$ cat config.mk
export PLATFORM = sky130hd
export DESIGN_NAME = tpq_queue
export DESIGN_NICKNAME = d
export VERILOG_FILES = /design/src/tpq_pkg.sv /design/src/tpq_queue.sv
export SDC_FILE = /design/constraint.sdc
export NUM_CORES = 1
export LEC_CHECK = 0
export ABC_AREA = 1
export BUFFER_PORTS_ARGS = -buffer_cell sky130_fd_sc_hd__buf_4
export CAP_MARGIN = 20
export CORE_ASPECT_RATIO = 0.6
export CORE_UTILIZATION = 50
export DETAILED_ROUTE_END_ITERATION = 8
export GPL_ROUTABILITY_DRIVEN = 0
export PLACE_DENSITY_LB_ADDON = 0.25
export SYNTH_ARGS = -nofsm -noshare
export SYNTH_HDL_FRONTEND = slang
export SYNTH_SLANG_ARGS = --single-unit
$ cat constraint.sdc
create_clock -name clock -period 6.1 [get_ports clock]
set_clock_uncertainty 0.05 [all_clocks]
set_input_delay 0.61 -clock clock [delete_from_list [all_inputs] [get_ports clock]]
set_output_delay 0.61 -clock clock [all_outputs]
set_load 0.05 [all_outputs]
$ cat src/tpq_pkg.sv
// Shared constants and types for the thick polyline quad generator.
package tpq_pkg;

   localparam int COORD_BITS  = 16;
   localparam int FRAC_BITS   = 4;
   localparam int WIDTH_BITS  = 12;
   localparam int WIDTH_FRAC  = 4;
   localparam int COUNT_BITS  = 16;
   localparam int OUT_BITS    = COORD_BITS + FRAC_BITS + 1;
   localparam int Q_BITS      = 17;
   localparam int BIT_BITS    = $clog2(Q_BITS);
   localparam int SQ_BITS     = 2 * COORD_BITS;
   localparam int S_BITS      = SQ_BITS + 1;
   localparam int SS_BITS     = S_BITS + 2 * WIDTH_FRAC;
   localparam int M_BITS      = WIDTH_BITS + FRAC_BITS;
   localparam int R_BITS      = COORD_BITS + M_BITS;
   localparam int T_BITS      = 2 * R_BITS;
   localparam int ACC_BITS    = T_BITS + 2 * Q_BITS;
   localparam int SHIFT_BITS  = $clog2(2 * Q_BITS + 2);
   localparam int QUEUE_DEPTH = 2;
   localparam int PTR_BITS    = $clog2(QUEUE_DEPTH);
   localparam int FILL_BITS   = $clog2(QUEUE_DEPTH + 1);

   localparam logic [WIDTH_BITS-1:0] LINE_WIDTH_RESET = WIDTH_BITS'(48);
   localparam logic [COUNT_BITS-1:0] COUNT_MAX        = {COUNT_BITS{1'b1}};

   typedef struct packed {
      logic signed [COORD_BITS-1:0] x1;
      logic signed [COORD_BITS-1:0] y1;
      logic signed [COORD_BITS-1:0] x2;
      logic signed [COORD_BITS-1:0] y2;
      logic [COUNT_BITS-1:0]        count;
   } seg_type;

   typedef struct packed {
      logic full;
      logic valid;
   } queue_status_type;

endpackage

$ cat src/tpq_queue.sv
// Short segment queue between front and back ends.
module tpq_queue (
   input  logic                      clock,
   input  logic                      reset,
   input  logic                      push,
   input  tpq_pkg::seg_type          push_data,
   input  logic                      pop,
   output tpq_pkg::seg_type          pop_data,
   output tpq_pkg::queue_status_type status
);
   import tpq_pkg::*;

   seg_type               mem [QUEUE_DEPTH];
   logic [PTR_BITS-1:0]   wr_ptr_ff, wr_ptr_in;
   logic [PTR_BITS-1:0]   rd_ptr_ff, rd_ptr_in;
   logic [FILL_BITS-1:0]  fill_ff, fill_in;
   logic                  do_push;
   logic                  do_pop;

   assign status.full  = (fill_ff == FILL_BITS'(QUEUE_DEPTH));
   assign status.valid = (fill_ff != '0);
   assign do_push      = push && !status.full;
   assign do_pop       = pop && status.valid;
   assign pop_data     = mem[rd_ptr_ff];

   always_comb begin
      wr_ptr_in = wr_ptr_ff;
      rd_ptr_in = rd_ptr_ff;
      fill_in   = fill_ff;
      if (do_push) begin
         wr_ptr_in = (wr_ptr_ff == PTR_BITS'(QUEUE_DEPTH - 1)) ? '0 : wr_ptr_ff + PTR_BITS'(1);
      end
      if (do_pop) begin
         rd_ptr_in = (rd_ptr_ff == PTR_BITS'(QUEUE_DEPTH - 1)) ? '0 : rd_ptr_ff + PTR_BITS'(1);
      end
      if (do_push && !do_pop) begin
         fill_in = fill_ff + FILL_BITS'(1);
      end else if (do_pop && !do_push) begin
         fill_in = fill_ff - FILL_BITS'(1);
      end
   end

   always_ff @(posedge clock) begin
      if (do_push) begin
         mem[wr_ptr_ff] <= push_data;
      end
   end

   always_ff @(posedge clock) begin
      if (reset) begin
         wr_ptr_ff <= '0;
         rd_ptr_ff <= '0;
         fill_ff   <= '0;
      end else begin
         wr_ptr_ff <= wr_ptr_in;
         rd_ptr_ff <= rd_ptr_in;
         fill_ff   <= fill_in;
      end
   end

endmodule

==> flow_metrics.tcl <==
set metrics [dict create \
    yosys.area.top_type "edfxtp_1" \
    slew_viol_final 0 \
    vdd_ir_drop_max_mv 0.290 \
    place_ws_ns 3.26 \
    ioPinCount 166 \
    cp-start-kind "flop" \
    fill_cells 804 \
    cp.arrival_ns 2.60 \
    cts_hold_buffers 0 \
    rows 31 \
    synth_compound_area_share_pct 0.448 \
    r2r-start "fill_ff[1]" \
    crit_end "pop_data[65]" \
    num_antenna_cells 0 \
    die_w_um 148 \
    yosysTopAreaCellShare_pct 74.8 \
    grt.met1_usage_pct 23.5 \
    drt_iter0_markers 157 \
    endpoint_kind "output pin" \
    place_area_mm2 0.00778 \
    cap_viol_max_count 0 \
    total_power_uw 4020 \
    hold_path_class "input pin to flop" \
    dieArea_mm2 0.0133 \
    grt_usage_pct 17.8 \
    yosysSeqAreaShare_pct 76.4 \
    place_hpwl_um 7590 \
    synthXorXnorAreaFrac_pct 0 \
    grt-ovfl-total 0 \
    clockRootBuffer "clkbuf_16" \
    syn_area_mm2 0.00642 \
    synthCells 286 \
    ys_top_cells_by_area "edfxtp_1 75%, mux2_4 19%, buf_12 2.5%, dfxtp_1 1.6%, inv_1 0.47%" \
    via_per_inst 4.86 \
    ys_types 14 \
    clock_latency_ns 0.41 \
    synthToLayoutAreaGrowth_pct 31.0 \
    wl_um 11300 \
    synth.area.mux_share_pct 18.7 \
    synth_area_per_cell_um2 22.5 \
    worst_pin_slew_ns 0.788 \
    min_period_ns 3.26 \
    critical_path_required_ns 5.44 \
    drive_gt1_share_pct 59.0 \
    numCtsBuffers 17 \
    via_count 3128 \
    status "completed" \
    numPortBuffers 165 \
    slew_headroom_pct 47.5 \
    cts_setup_buffers 0 \
    met3_usage_pct 6.40 \
    clkTransAtPathRegs_ns 0.06 \
    rsz0062_at_grt "false" \
    grt_max_degree 43 \
    ys_warn_count 0 \
    core_area_mm2 0.0123 \
    fmax_mhz 307 \
    cts_buffer_depth 2 \
    rr_endpoint "mem[0][51]" \
    cts_tree "yes" \
    firstDrtPassIters 4 \
    start_util_pct 52.2 \
    synth_top_family_by_area "multiplexers" \
    cts.htree.levels 4 \
    stdcell_area_mm2 0.00841 \
    cp_max_fo 42 \
    p_per_area_mw_per_mm2 478 \
    yosys.area_share.adder_pct 0.195 \
    yosys.area_share.simple_pct 1.13 \
    top_usage_layer "met2" \
    fin_setup_tns_ns 0 \
    final_cell_mix "168 x buf_4, 160 x edfxtp_1, 80 x mux2_4" \
    clkSinkCount 165 \
    die_h_um 89.8 \
    r2r_setup_slack_ns 3.92 \
    syn_nets 371 \
    r2r_cells 5 \
    grtUsageMet2_pct 27.1 \
    multi_input_area_mm2 0.00133 \
    grt_pass1_vias 3373 \
    critPathKind "flop to output pin" \
    finalWorstSetupSlack_ns 2.84 \
    wl_per_cell_um 17.5 \
    drc 0 \
    finalSetupViolations 0 \
    grt_pass1_wl_um 17500 \
    ys_seq_elements 165 \
    antenna_found_initial 0 \
    final_nets 551 \
    p_leak_uw 0.00333 \
    register_area_mm2 0.00491 \
    fin_crit_sh_pct 53.4 \
    mostFrequentLayoutCell "buf_4" \
    hold_viol 0 \
    post_cts_resized 0 \
    antenna_left 0 \
]
==> critical path, stage by stage, from the launching register on <==
cell     delay [ns]
dfxtp_4        0.83
buf_4          0.74
mux2_4         0.36
buf_4          0.19
==> metrics by stage <==
stage	util [%]	instances	hold slack [ns]
floorplan	-	286	0.415
global placement	62.9	610	0.430
detailed placement	63.2	612	0.456
CTS	68.4	643	0.316
global route	68.4	643	0.315
finish	68.4	643	0.334
==> Yosys cell counts <==
| cell type | instances |
|---|---|
| edfxtp_1 | 160 |
| a21oi_1 | 2 |
| o21ai_2 | 1 |
| nand2_1 | 7 |
| buf_12 | 8 |
| buf_6 | 1 |
| nand4_1 | 1 |
| ha_1 | 1 |
| inv_1 | 8 |
| nor2_1 | 8 |
| dfxtp_1 | 5 |
| nand3_1 | 2 |
| o21ai_0 | 2 |
| mux2_4 | 80 |
==> power by group <==
part           leakage [uW]  switching (uW)  internal (uW)
Sequential          0.00153            81.8           1430
Clock              0.000302             409            722
Combinational       0.00150             860            509
Total               0.00333            1350           2670
==> layout make-up <==
| type | instances | area share (%) |
|---|---|---|
| timing repair buffer | 170 | 15.5 |
| clock buffer | 17 | 5.06 |
| tap | 165 | 2.45 |
| inverter | 8 | 0.357 |
| sequential | 165 | 58.4 |
| multi-input combinational | 104 | 15.8 |
| clock inverter | 14 | 2.47 |
==> registers in the layout (all words and copies together), names as in the netlist, named ones only <==
signal	cells
mem	160
fill_ff	2
rd_ptr_ff	1
wr_ptr_ff	1
==> metal layers <==
metal	vias to the layer above	share of wire, %
met3	10	8.8
met5	-	0
met4	0	0.68
met1	1521	44
met2	121	46
li1	1476	-
==> worst min-delay path by stage <==
stage / from / end / slack (ns) / depth (start not counted)
final: push_data[67] / mem[0][67] / 0.33 / 1
after detailed placement: rd_ptr_ff / flop / 0.46 / 2
after global placement: rd_ptr_ff / rd_ptr_ff / 0.43 / 2
after global routing: push_data[22] / mem[1][22] / 0.31 / 1
after CTS: push_data[66] / mem[1][66] / 0.32 / 1
after floorplan: rd_ptr_ff / flop / 0.41 / 2
==> cell families (layout without fill, tap and decap cells) <==
kind of cell / Yosys count / in the layout
adder cells (fa/ha/maj): 1 / 1
AO/OA/AOI/OAI: 5 / 5
flip-flops: 165 / 165
buffers and inverters: 17 / 209
AND/OR/NAND/NOR: 18 / 18
multiplexers: 80 / 80
No activity file was read; power rests on OpenSTA's default activity.
