--- src/tpq_pkg.sv ---
// Shared constants and types for the thick polyline quad generator.
package tpq_pkg;

   localparam int COORD_BITS  = 16;
   localparam int FRAC_BITS   = 4;
   localparam int WIDTH_BITS  = 12;
   localparam int WIDTH_FRAC  = 4;
   localparam int COUNT_BITS  = 16;
   localparam int OUT_BITS    = COORD_BITS + FRAC_BITS + 1;
   localparam int Q_BITS      = 17;
   localparam int BIT_BITS    = $clog2(Q_BITS);
   localparam int SQ_BITS     = 2 * COORD_BITS;
   localparam int S_BITS      = SQ_BITS + 1;
   localparam int SS_BITS     = S_BITS + 2 * WIDTH_FRAC;
   localparam int M_BITS      = WIDTH_BITS + FRAC_BITS;
   localparam int R_BITS      = COORD_BITS + M_BITS;
   localparam int T_BITS      = 2 * R_BITS;
   localparam int ACC_BITS    = T_BITS + 2 * Q_BITS;
   localparam int SHIFT_BITS  = $clog2(2 * Q_BITS + 2);
   localparam int QUEUE_DEPTH = 2;
   localparam int PTR_BITS    = $clog2(QUEUE_DEPTH);
   localparam int FILL_BITS   = $clog2(QUEUE_DEPTH + 1);

   localparam logic [WIDTH_BITS-1:0] LINE_WIDTH_RESET = WIDTH_BITS'(48);
   localparam logic [COUNT_BITS-1:0] COUNT_MAX        = {COUNT_BITS{1'b1}};

   typedef struct packed {
      logic signed [COORD_BITS-1:0] x1;
      logic signed [COORD_BITS-1:0] y1;
      logic signed [COORD_BITS-1:0] x2;
      logic signed [COORD_BITS-1:0] y2;
      logic [COUNT_BITS-1:0]        count;
   } seg_type;

   typedef struct packed {
      logic full;
      logic valid;
   } queue_status_type;

endpackage

--- src/tpq_front.sv ---
// Front end: tracks the previous point, classifies points, queues real segments.
module tpq_front (
   input  logic                                 clock,
   input  logic                                 reset,
   input  logic                                 req_valid,
   output logic                                 req_ready,
   input  logic signed [tpq_pkg::COORD_BITS-1:0] req_point_x,
   input  logic signed [tpq_pkg::COORD_BITS-1:0] req_point_y,
   input  logic                                 req_starts_line,
   input  tpq_pkg::queue_status_type            queue_status,
   output logic                                 push,
   output tpq_pkg::seg_type                     push_data
);
   import tpq_pkg::*;

   logic signed [COORD_BITS-1:0] prev_x_ff, prev_x_in;
   logic signed [COORD_BITS-1:0] prev_y_ff, prev_y_in;
   logic                         have_prev_ff, have_prev_in;
   logic [COUNT_BITS-1:0]        count_ff, count_in;
   logic                         accept;
   logic [COUNT_BITS-1:0]        count_next;

   assign req_ready  = !queue_status.full;
   assign accept     = req_valid && req_ready;
   assign count_next = (count_ff == COUNT_MAX) ? count_ff : count_ff + COUNT_BITS'(1);

   always_comb begin
      prev_x_in    = prev_x_ff;
      prev_y_in    = prev_y_ff;
      have_prev_in = have_prev_ff;
      count_in     = count_ff;
      push         = 1'b0;
      push_data.x1    = prev_x_ff;
      push_data.y1    = prev_y_ff;
      push_data.x2    = req_point_x;
      push_data.y2    = req_point_y;
      push_data.count = count_next;
      if (accept) begin
         prev_x_in = req_point_x;
         prev_y_in = req_point_y;
         if (req_starts_line || !have_prev_ff) begin
            have_prev_in = 1'b1;
            count_in     = '0;
         end else if (req_point_x != prev_x_ff || req_point_y != prev_y_ff) begin
            count_in = count_next;
            push     = 1'b1;
         end
      end
   end

   always_ff @(posedge clock) begin
      if (reset) begin
         prev_x_ff    <= '0;
         prev_y_ff    <= '0;
         have_prev_ff <= 1'b0;
         count_ff     <= '0;
      end else begin
         prev_x_ff    <= prev_x_in;
         prev_y_ff    <= prev_y_in;
         have_prev_ff <= have_prev_in;
         count_ff     <= count_in;
      end
   end

endmodule

--- config.mk ---
export PLATFORM = sky130hd
export DESIGN_NAME = tpq_front
export DESIGN_NICKNAME = d
export VERILOG_FILES = /design/src/tpq_pkg.sv /design/src/tpq_front.sv
export SDC_FILE = /design/constraint.sdc
export NUM_CORES = 1
export LEC_CHECK = 0
export BUFFER_PORTS_ARGS = -buffer_cell sky130_fd_sc_hd__buf_2
export CORE_ASPECT_RATIO = 0.5
export CORE_MARGIN = 8
export CORE_UTILIZATION = 52
export DETAILED_ROUTE_END_ITERATION = 10
export PLACE_DENSITY_LB_ADDON = 0.05
export SLEW_MARGIN = 10
export SYNTH_ARGS = -nofsm -noshare
export SYNTH_HDL_FRONTEND = slang
export SYNTH_SLANG_ARGS = --single-unit
--- constraint.sdc ---
create_clock -name clock -period 3.5 [get_ports clock]
set_input_delay 0.35 -clock clock [delete_from_list [all_inputs] [get_ports clock]]
set_output_delay 0.35 -clock clock [all_outputs]
set_load 0.1 [all_outputs]
==> results of run 1 <==
## worst max-delay path: cells and delay by family, from the launching register on
family	cells	cell delay, ns
and+or+nand+nor	4	0.99
adders and majority gates	1	0.27
AOI/OAI and AO/OA	1	0.14
DFF	1	0.46
buffers and inverters	1	0.43
## power by group through the flow
stage / combinational [mW] / sequential [mW] / clock (mW)
floorplan: 0.256 / 0.723 / 0
finish: 0.434 / 0.590 / 0.435
global route: 0.453 / 0.593 / 0.470
CTS: 0.437 / 0.590 / 0.451
detailed placement: 0.436 / 0.603 / 0
global placement: 0.434 / 0.602 / 0
## kinds of logic (layout without fill, tap and decap cells)
| logic type | Yosys count | in the layout | synth area share (%) |
|---|---|---|---|
| compound gates | 63 | 63 | 14.1 |
| mux | 3 | 3 | 1.16 |
| simple gates | 143 | 143 | 24.4 |
| flops | 49 | 49 | 35.0 |
| xor+xnor | 40 | 40 | 12.5 |
| fa+ha+maj | 1 | 1 | 0.447 |
| buf+inv | 51 | 131 | 12.4 |
## flip-flops by register name, summed over array words and instances (netlist names)
signal,flops
prev_x_ff,16
have_prev_ff,1
count_ff,16
prev_y_ff,16
## routing by layer
metal  GRT usage [%]  wire length [um]  share of wire, %  vias to the layer above
li1                -                 -                 -                     1316
met1            21.4              3210                42                     1202
met2            33.2              3730                49                       75
met3            7.49               572               7.5                       11
met4            4.93                74              0.97                        2
met5               0                13              0.17                        -
## how the worst min path moves through the flow
stage,startpoint,to,cells after the start
after global placement,have_prev_ff$_SDFFE_PP0P_,have_prev_ff$_SDFFE_PP0P_,2
after global routing,req_point_y[11],prev_y_ff[11]$_SDFFE_PP0P_,3
after CTS,req_point_y[1],prev_y_ff[1]$_SDFFE_PP0P_,3
final,req_point_y[3],prev_y_ff[3]$_SDFFE_PP0P_,3
after floorplan,have_prev_ff$_SDFFE_PP0P_,have_prev_ff$_SDFFE_PP0P_,2
after detailed placement,prev_y_ff[9]$_SDFFE_PP0P_,prev_y_ff[9]$_SDFFE_PP0P_,2
## cells in the mapped netlist (all sizes together)
| cell | number |
|---|---|
| or3b | 1 |
| inv | 2 |
| nor3 | 4 |
| and4 | 2 |
| a21oi | 35 |
| mux2 | 2 |
| or4 | 2 |
| and3 | 4 |
| and2 | 2 |
| clkinv | 1 |
| a22o | 9 |
| o21ai | 2 |
| mux2i | 1 |
| o211ai | 4 |
| a32oi | 2 |
| xor2 | 4 |
| a31oi | 2 |
| and2b | 1 |
| nand4 | 12 |
| nand3 | 10 |
| nand2b | 2 |
| nor2 | 16 |
| buf | 39 |
| or2 | 2 |
| dfxtp | 49 |
| o31ai | 1 |
| nor4 | 4 |
| a221oi | 1 |
| xnor2 | 36 |
| ha | 1 |
| o311ai | 1 |
| a21o | 1 |
| nand2 | 79 |
| clkbuf | 9 |
| o21a | 5 |
| nor2b | 2 |
## area by class of cell
class	count	area, um^2
fillers	502	2060
clock inverters	3	47.5
flip-flops and latches	49	981
inverters	3	11.3
multi-input cells	250	1480
well taps	73	91.3
clock buffers	5	68.8
repair buffers	120	606
## stage by stage
stage | std cells | hold slack (ns) | worst slack (ns) | power, mW | area (um^2)
final | 503 | 0.283 | 0.546 | 1.46 | 3290
after global routing | 503 | 0.273 | 0.424 | 1.52 | 3290
after CTS | 503 | 0.266 | 0.538 | 1.48 | 3290
after detailed placement | 495 | 0.472 | 0.905 | 1.04 | 3170
after global placement | 495 | 0.452 | 0.948 | 1.04 | 3170
after floorplan | 350 | 0.441 | 0.219 | 0.979 | 2810
==> flow_metrics.env, run 1 <==
export IMPL_status="finished clean"
export IMPL_comb_power_share_pct=29.7
export IMPL_worst_pin_slew_ns=0.677
export IMPL_drt_first_pass_iters=4
export IMPL_finClkSkew_ns=0.0136
export IMPL_drc=0
export IMPL_ios=120
export IMPL_cpPeakStageDelay_ns=0.46
export IMPL_track_usage_pct=18.8
export IMPL_worstRegToRegCells=7
export IMPL_synth_area_leaders="dfxtp_1, xnor2_1, nand2_1"
export IMPL_cts_setup_buffers=0
export IMPL_htree_levels=2
export IMPL_maxSlewViolCount=0
export IMPL_p_sw_share_pct=40.4
export IMPL_diodes=0
export IMPL_clock_path_buffers=2
export IMPL_leakagePower_nw=1.44
export IMPL_period_needed_ns=2.95
export IMPL_clock_latency_ns=0.32
export IMPL_dieArea_mm2=0.00813
export IMPL_r2r_slack_ns=1.26
export IMPL_drive_gt1_share_pct=32.8
export IMPL_ys_ff_latch=49
export IMPL_r2r_start="count_ff[0]$_SDFFE_PP0P_"
export IMPL_peakVddDrop_v=0.000246
export IMPL_grt_overflow=0
export IMPL_syn_inst=350
export IMPL_path_cells="ha_1 -> nand3_2 -> or2_1 -> or2_2 -> nand3_1 -> o21a_1 -> buf_2"
export IMPL_vias=2606
export IMPL_clkSinkCount=49
export IMPL_vias_per_cell=5.18
export IMPL_core_mm2=0.00535
export IMPL_area_growth_pct=17.3
export IMPL_start_util_pct=52.4
export IMPL_cp_max_fo=8
export IMPL_grt_max_degree=38
export IMPL_fp_dieH_um=67.9
export IMPL_crit_arrival_ns=2.60
export IMPL_final_cell_mix="buf_2, nand2_1, dfxtp_1"
export IMPL_internal_power_mw=0.870
export IMPL_p_clk_share_pct=29.8
export IMPL_synth_top_cell_area_share_pct=35.0
export IMPL_synth_area_leader_cell="dfxtp_1"
export IMPL_ant_nets=0
export IMPL_die_w_um=120
export IMPL_hold_viol_final=0
export IMPL_numCtsBuffers=5
export IMPL_hold_buffers=0
export IMPL_tritoncts="done"
export IMPL_utilization_pct=61.4
export IMPL_crit_end="push_data[2]"
export IMPL_clkTransAtPathRegs_ns=0.10
export IMPL_fmax_mhz=338
export IMPL_drtIter0Drc=169
export IMPL_ys_seq_area_share_pct=35.0
export IMPL_final_common_cell="buf_2"
export IMPL_avgSynthCellArea_um2=8.00
export IMPL_rsz0062_at_grt="no"
export IMPL_hp_class="primary input to flop"
export IMPL_grt_pass1_vias=2561
export IMPL_antenna_found_initial=1
export IMPL_setup_tns_ns=0
export IMPL_synth_area_mm2=0.00280
export IMPL_yosys_warnings=0
export IMPL_required_ns=3.15
export IMPL_max_slew_margin_pct=54.9
export IMPL_wl_per_cell_um=15.1
export IMPL_finalSetupViolations=0
export IMPL_grt_pass1_wl_mm=12.4
export IMPL_ctsResizeCount=0
export IMPL_p_switching_mw=0.589
export IMPL_port_buffers=118
export IMPL_crit_slowest_cell="dfxtp_1"
export IMPL_worst_setup_path_start_kind="flop"
export IMPL_std_cell_rows=19
export IMPL_cts_root_buf="clkbuf_8"
export IMPL_period_share_pct=84.4
export IMPL_r2r_end="count_ff[5]$_SDFFE_PP0P_"
export IMPL_powerDensity_mw_per_mm2=444
export IMPL_max_cap_viol_count=0
export IMPL_worstSetupStartpoint="count_ff[0]$_SDFFE_PP0P_"
export IMPL_fin_nets=468
export IMPL_wl_mm=7.60
export IMPL_post_dp_hpwl_mm=5.75
export IMPL_critPathCaptureType="output port"
export IMPL_critPathKind="flop to output port"
export IMPL_power_frac_seq_pct=40.5
export IMPL_synth_nets=389
export IMPL_gp_congestion=0.811
export IMPL_synthDistinctLibCells=46
No activity file was read; power rests on OpenSTA's default activity.
==> inputs of run 2 (changes only) <==
Settings changed: CORE_UTILIZATION 52 to 43.
Clock period 3.5 ns to 2.7 ns, I/O delays scaled along.
==> run 2 against run 1 <==
Effect of this change:
- first-iteration DRC count shrank 27%
- combinational power grew 30%
- critical path depth shrank 1
- global-route usage shrank 2.6 points
- register-to-register slack lost 0.74 ns
- clock-buffer cell count is the same
- non-clock buffer count grew 4
- setup slack lost 0.39 ns
- sequential cell count is the same
- power grew 42%
==> flow_metrics.env, run 2 (same netlist as run 1, synthesis figures left out) <==
export IMPL_maxSlewViolCount=0
export IMPL_p_switching_mw=0.777
export IMPL_final_cell_mix="buf_2, nand2_1, dfxtp_1"
export IMPL_pre_cts_ws_ns=0.341
export IMPL_diodes=0
export IMPL_clock_latency_ns=0.29
export IMPL_ant_nets=0
export IMPL_p_clk_share_pct=35.8
export IMPL_crit_slowest_cell="dfxtp_1"
export IMPL_min_to="prev_x_ff[1]$_SDFFE_PP0P_"
export IMPL_r2r_start="prev_x_ff[0]$_SDFFE_PP0P_"
export IMPL_hold_start="req_point_x[1]"
export IMPL_htree_levels=2
export IMPL_crit_arrival_ns=2.27
export IMPL_r2r_slack_ns=0.52
export IMPL_period_needed_ns=2.54
export IMPL_peakVddDrop_v=0.000312
export IMPL_gp_congestion=0.780
export IMPL_antenna_found_initial=0
export IMPL_internal_power_mw=1.29
export IMPL_final_cells=522
export IMPL_dieArea_mm2=0.00951
export IMPL_grt_overflow=0
export IMPL_drt_first_pass_iters=4
export IMPL_status="finished clean"
export IMPL_vias=2603
export IMPL_path_buf_inv=1
export IMPL_grt_pass1_wl_mm=12.4
export IMPL_cpPeakStageDelay_ns=0.50
export IMPL_port_buffers=118
export IMPL_min_path_cells=3
export IMPL_hold_buffers=0
export IMPL_r2r_end="count_ff[12]$_SDFFE_PP0P_"
export IMPL_power_frac_seq_pct=37.0
export IMPL_die_w_um=130
export IMPL_max_slew_margin_pct=55.5
export IMPL_area_growth_pct=27.5
export IMPL_grt_max_degree=28
export IMPL_drc=0
export IMPL_fmax_mhz=394
export IMPL_start_util_pct=45.3
export IMPL_grt_pass1_vias=2667
export IMPL_path_cells="nand4_1 -> nor2_1 -> o21a_1 -> nand4_1 -> xnor2_2 -> buf_2"
export IMPL_powerDensity_mw_per_mm2=580
export IMPL_leakagePower_nw=1.54
export IMPL_wl_per_cell_um=14.7
export IMPL_hp_class="primary input to flop"
export IMPL_clock_path_buffers=2
export IMPL_fin_nets=472
export IMPL_period_share_pct=94.1
export IMPL_finalSetupViolations=0
export IMPL_drive_gt1_share_pct=35.9
export IMPL_worst_slack_ns=0.159
export IMPL_vias_per_cell=4.99
export IMPL_reg_top3="count_ff x16, prev_x_ff x16, prev_y_ff x16"
export IMPL_final_area_mm2=0.00357
export IMPL_post_dp_hpwl_mm=5.92
export IMPL_worst_pin_slew_ns=0.665
export IMPL_required_ns=2.43
export IMPL_clkSinkCount=49
export IMPL_dpl_cell_area_mm2=0.00338
export IMPL_clkTransAtPathRegs_ns=0.07
export IMPL_critPathKind="flop to output port"
export IMPL_cpMostUsedCell="nand4_1"
export IMPL_core_mm2=0.00618
export IMPL_wl_mm=7.66
export IMPL_drtIter0Drc=124
export IMPL_comb_power_share_pct=27.3
export IMPL_critPathCaptureType="output port"
export IMPL_worstRegToRegCells=6
export IMPL_worst_setup_path_start_kind="flop"
export IMPL_std_cell_rows=20
export IMPL_cts_root_buf="clkbuf_16"
export IMPL_utilization_pct=57.8
export IMPL_max_cap_viol_count=0
export IMPL_rsz0062_at_grt="no"
export IMPL_final_common_cell="buf_2"
export IMPL_track_usage_pct=16.3
export IMPL_finClkSkew_ns=0.00880
export IMPL_cp_max_fo=7
export IMPL_hold_viol_final=0
export IMPL_ios=120
export IMPL_dp_cells=514
export IMPL_crit_family="simple AND/OR/NAND/NOR gates"
export IMPL_numCtsBuffers=5
export IMPL_fp_dieH_um=73.1
export IMPL_p_sw_share_pct=37.5
export IMPL_tritoncts="done"
-- run 2: worst max-delay path by stage --
stage / from / to / slack, ns / cells past startpoint
2_1_floorplan: prev_y_ff[7]$_SDFFE_PP0P_ / push / -0.39 / 6
3_3_place_gp: count_ff[0]$_SDFFE_PP0P_ / push_data[12] / 0.36 / 7
3_5_place_dp: count_ff[0]$_SDFFE_PP0P_ / push_data[12] / 0.34 / 7
4_1_cts: count_ff[0]$_SDFFE_PP0P_ / push_data[12] / 0.005 / 7
5_1_grt: count_ff[3]$_SDFFE_PP0P_ / push_data[11] / 0.006 / 6
6_report: count_ff[3]$_SDFFE_PP0P_ / push_data[11] / 0.16 / 6
-- run 2: power by group through the flow --
stage / Sequential, mW / Combinational, mW / Clock [mW]
after CTS: 0.765 / 0.569 / 0.765
after global routing: 0.769 / 0.588 / 0.798
after floorplan: 0.937 / 0.332 / 0
after detailed placement: 0.782 / 0.568 / 0
after global placement: 0.780 / 0.564 / 0
final: 0.765 / 0.564 / 0.740
-- run 2: timing repair --
item                                    CTS  global route
buffers inserted                          0             0
endpoints found under the setup margin    0            12
resized for setup                         0             5
-- run 2: worst reg2reg max path: stages, from the launching register on --
cell	delay [ns]
dfxtp_1	0.33
xnor2_1	0.21
nand4_1	0.12
nor4_1	0.48
and2_1	0.40
nor2_1	0.25
a22o_1	0.28
-- run 2: final cells by class --
cell class                      instances  area (um^2)
Timing Repair Buffer                  124          746
Sequential cell                        49          982
Clock buffer                            5          125
Fill cell                             612         2610
Inverter                                3         11.3
Clock inverter                          3         50.0
Multi-Input combinational cell        250         1550
Tap cell                               88          110
-- run 2: through the flow --
stage               hold WS [ns]  total power, mW  TNS [ns]
finish                     0.233             2.07         0
global route               0.234             2.16         0
CTS                        0.225             2.10         0
detailed placement         0.467             1.35         0
global placement           0.456             1.34         0
floorplan                  0.406             1.27    -0.386
-- run 2: layer usage --
metal  track usage [%]  part of all wire (%)
met2              28.8                    49
met5                 0                     0
met1              18.0                    43
met3              6.12                   6.6
met4              4.34                  0.89
==> inputs of run 3 (changes only) <==
Settings changed: BUFFER_PORTS_ARGS -buffer_cell sky130_fd_sc_hd__buf_2 to default, CORE_UTILIZATION 43 to 55, DONT_BUFFER_PORTS from default to 1.
==> run 3 against run 2 <==
Effect of this change:
- clock power down 31%
- critical path depth up 1
- setup slack worse by 0.033 ns
- sequential share of layout area up 3.5 points
- highest routed layer unchanged
==> flow_metrics.env, run 3 (same netlist as run 1, synthesis figures left out) <==
export IMPL_max_cap_viol_count=0
export IMPL_worst_setup_path_start_kind="flop"
export IMPL_globalRouteMet1Util_pct=20.0
export IMPL_drt_first_pass_iters=4
export IMPL_finalSetupViolations=0
export IMPL_htree_levels=2
export IMPL_fp_dieH_um=66.5
export IMPL_grt_overflow=0
export IMPL_std_cell_rows=18
export IMPL_hp_class="primary input to flop"
export IMPL_final_cell_mix="nand2_1, dfxtp_1, buf_4"
export IMPL_wl_mm=6.90
export IMPL_drtIter0Drc=156
export IMPL_grt_pass1_vias=2305
export IMPL_vias=2343
export IMPL_drc=0
export IMPL_path_cells="ha_1 -> nand3_2 -> or2_1 -> nor2_4 -> or3b_4 -> xnor2_2 -> buf_4"
export IMPL_antenna_found_initial=0
export IMPL_powerDensity_mw_per_mm2=502
export IMPL_gp_congestion=0.788
export IMPL_port_buffers=0
export IMPL_max_slew_margin_pct=54.4
export IMPL_power_frac_seq_pct=47.9
export IMPL_comb_power_share_pct=20.1
export IMPL_fin_nets=400
export IMPL_grt_pass1_wl_mm=11.3
export IMPL_hold_viol_final=0
export IMPL_track_usage_pct=18.1
export IMPL_status="finished clean"
export IMPL_p_switching_mw=0.494
export IMPL_tritoncts="done"
export IMPL_rsz0062_at_grt="no"
export IMPL_grt_busiest_layer="met2"
export IMPL_post_dp_hpwl_mm=5.29
export IMPL_p_sw_share_pct=31.1
export IMPL_clock_path_buffers=2
export IMPL_numCtsBuffers=5
export IMPL_crit_slowest_cell="or3b_4"
export IMPL_leakagePower_nw=1.21
export IMPL_maxSlewViolCount=0
export IMPL_drive_gt1_share_pct=22.4
export IMPL_met3_usage_pct=6.49
export IMPL_wl_per_cell_um=16.0
export IMPL_ant_nets=0
export IMPL_diodes=0
export IMPL_peakVddDrop_v=0.000263
export IMPL_vias_per_cell=5.44
export IMPL_crit_family="simple AND/OR/NAND/NOR gates"
export IMPL_critPathCaptureType="output port"
export IMPL_p_clk_share_pct=32.0
export IMPL_reg_top3="count_ff x16, prev_x_ff x16, prev_y_ff x16"
export IMPL_path_buf_inv=1
export IMPL_fmax_mhz=388
export IMPL_crit_arrival_ns=2.30
export IMPL_start_util_pct=57.0
export IMPL_grt_max_degree=38
export IMPL_dieArea_mm2=0.00777
export IMPL_finClkSkew_ns=0.00171
export IMPL_required_ns=2.43
export IMPL_core_mm2=0.00491
export IMPL_cts_root_buf="clkbuf_8"
export IMPL_internal_power_mw=1.10
export IMPL_clock_latency_ns=0.29
export IMPL_cpPeakStageDelay_ns=0.44
export IMPL_area_growth_pct=13.0
export IMPL_ios=120
export IMPL_cts_setup_buffers=0
export IMPL_period_share_pct=95.3
export IMPL_final_common_cell="nand2_1"
export IMPL_period_needed_ns=2.57
export IMPL_fin_total_pwr_mw=1.59
export IMPL_gr_usage_met2_pct=33.4
export IMPL_hold_ws_ns=0.0388
export IMPL_die_w_um=117
export IMPL_clkTransAtPathRegs_ns=0.09
export IMPL_clkSinkCount=49
export IMPL_worst_pin_slew_ns=0.682
export IMPL_nFillCells=436
export IMPL_critPathKind="flop to output port"
export IMPL_cp_max_fo=8
## run 3: final cells by class
| type | instances | area (um^2) | area share (%) |
|---|---|---|---|
| clock buffer | 5 | 68.8 | 2.18 |
| clock inverter | 2 | 35.0 | 1.11 |
| timing repair buffer | 52 | 435 | 13.8 |
| tap | 70 | 87.6 | 2.77 |
| inverter | 3 | 11.3 | 0.356 |
| sequential | 49 | 982 | 31.1 |
| multi-input combinational | 250 | 1540 | 48.8 |
## run 3: power groups by stage
stage,logic (mW),registers (mW),clock network (mW)
global placement,0.319,0.776,0
global route,0.337,0.764,0.552
CTS,0.323,0.761,0.523
finish,0.320,0.761,0.508
floorplan,0.332,0.937,0
detailed placement,0.323,0.778,0
## run 3: per-layer routing
layer  vias up  wire (um)  part of all wire (%)
met2        71       3490                    51
met5         -          0                     0
li1       1174          -                     -
met1      1094       2820                    41
met4         0         20                  0.29
met3         4        573                   8.3
## run 3: what timing repair did
action | CTS | global route
endpoints found under the setup margin | 0 | 9
resized for setup | 0 | 3
hold buffers | 0 | 0
## run 3: worst paths after layout
kind,from,endpoint,slack [ns],cells after the start
hold / removal,reset,prev_y_ff[8]$_SDFFE_PP0P_,0.04,1
setup / recovery,count_ff[0]$_SDFFE_PP0P_,push_data[5],0.13,7
setup reg to reg,count_ff[0]$_SDFFE_PP0P_,count_ff[5]$_SDFFE_PP0P_,0.46,7
hold reg to reg,have_prev_ff$_SDFFE_PP0P_,have_prev_ff$_SDFFE_PP0P_,0.49,2
## run 3: per-stage QoR
step	TNS, ns	std cells	instance area [um^2]	setup slack, ns	util (%)
CTS	0	431	3150	0.0286	64.2
floorplan	-0.386	350	2860	-0.386	-
global route	0	431	3160	0.0105	64.4
global placement	0	424	3050	0.382	62.1
finish	0	431	3160	0.126	64.4
detailed placement	0	424	3050	0.368	62.1
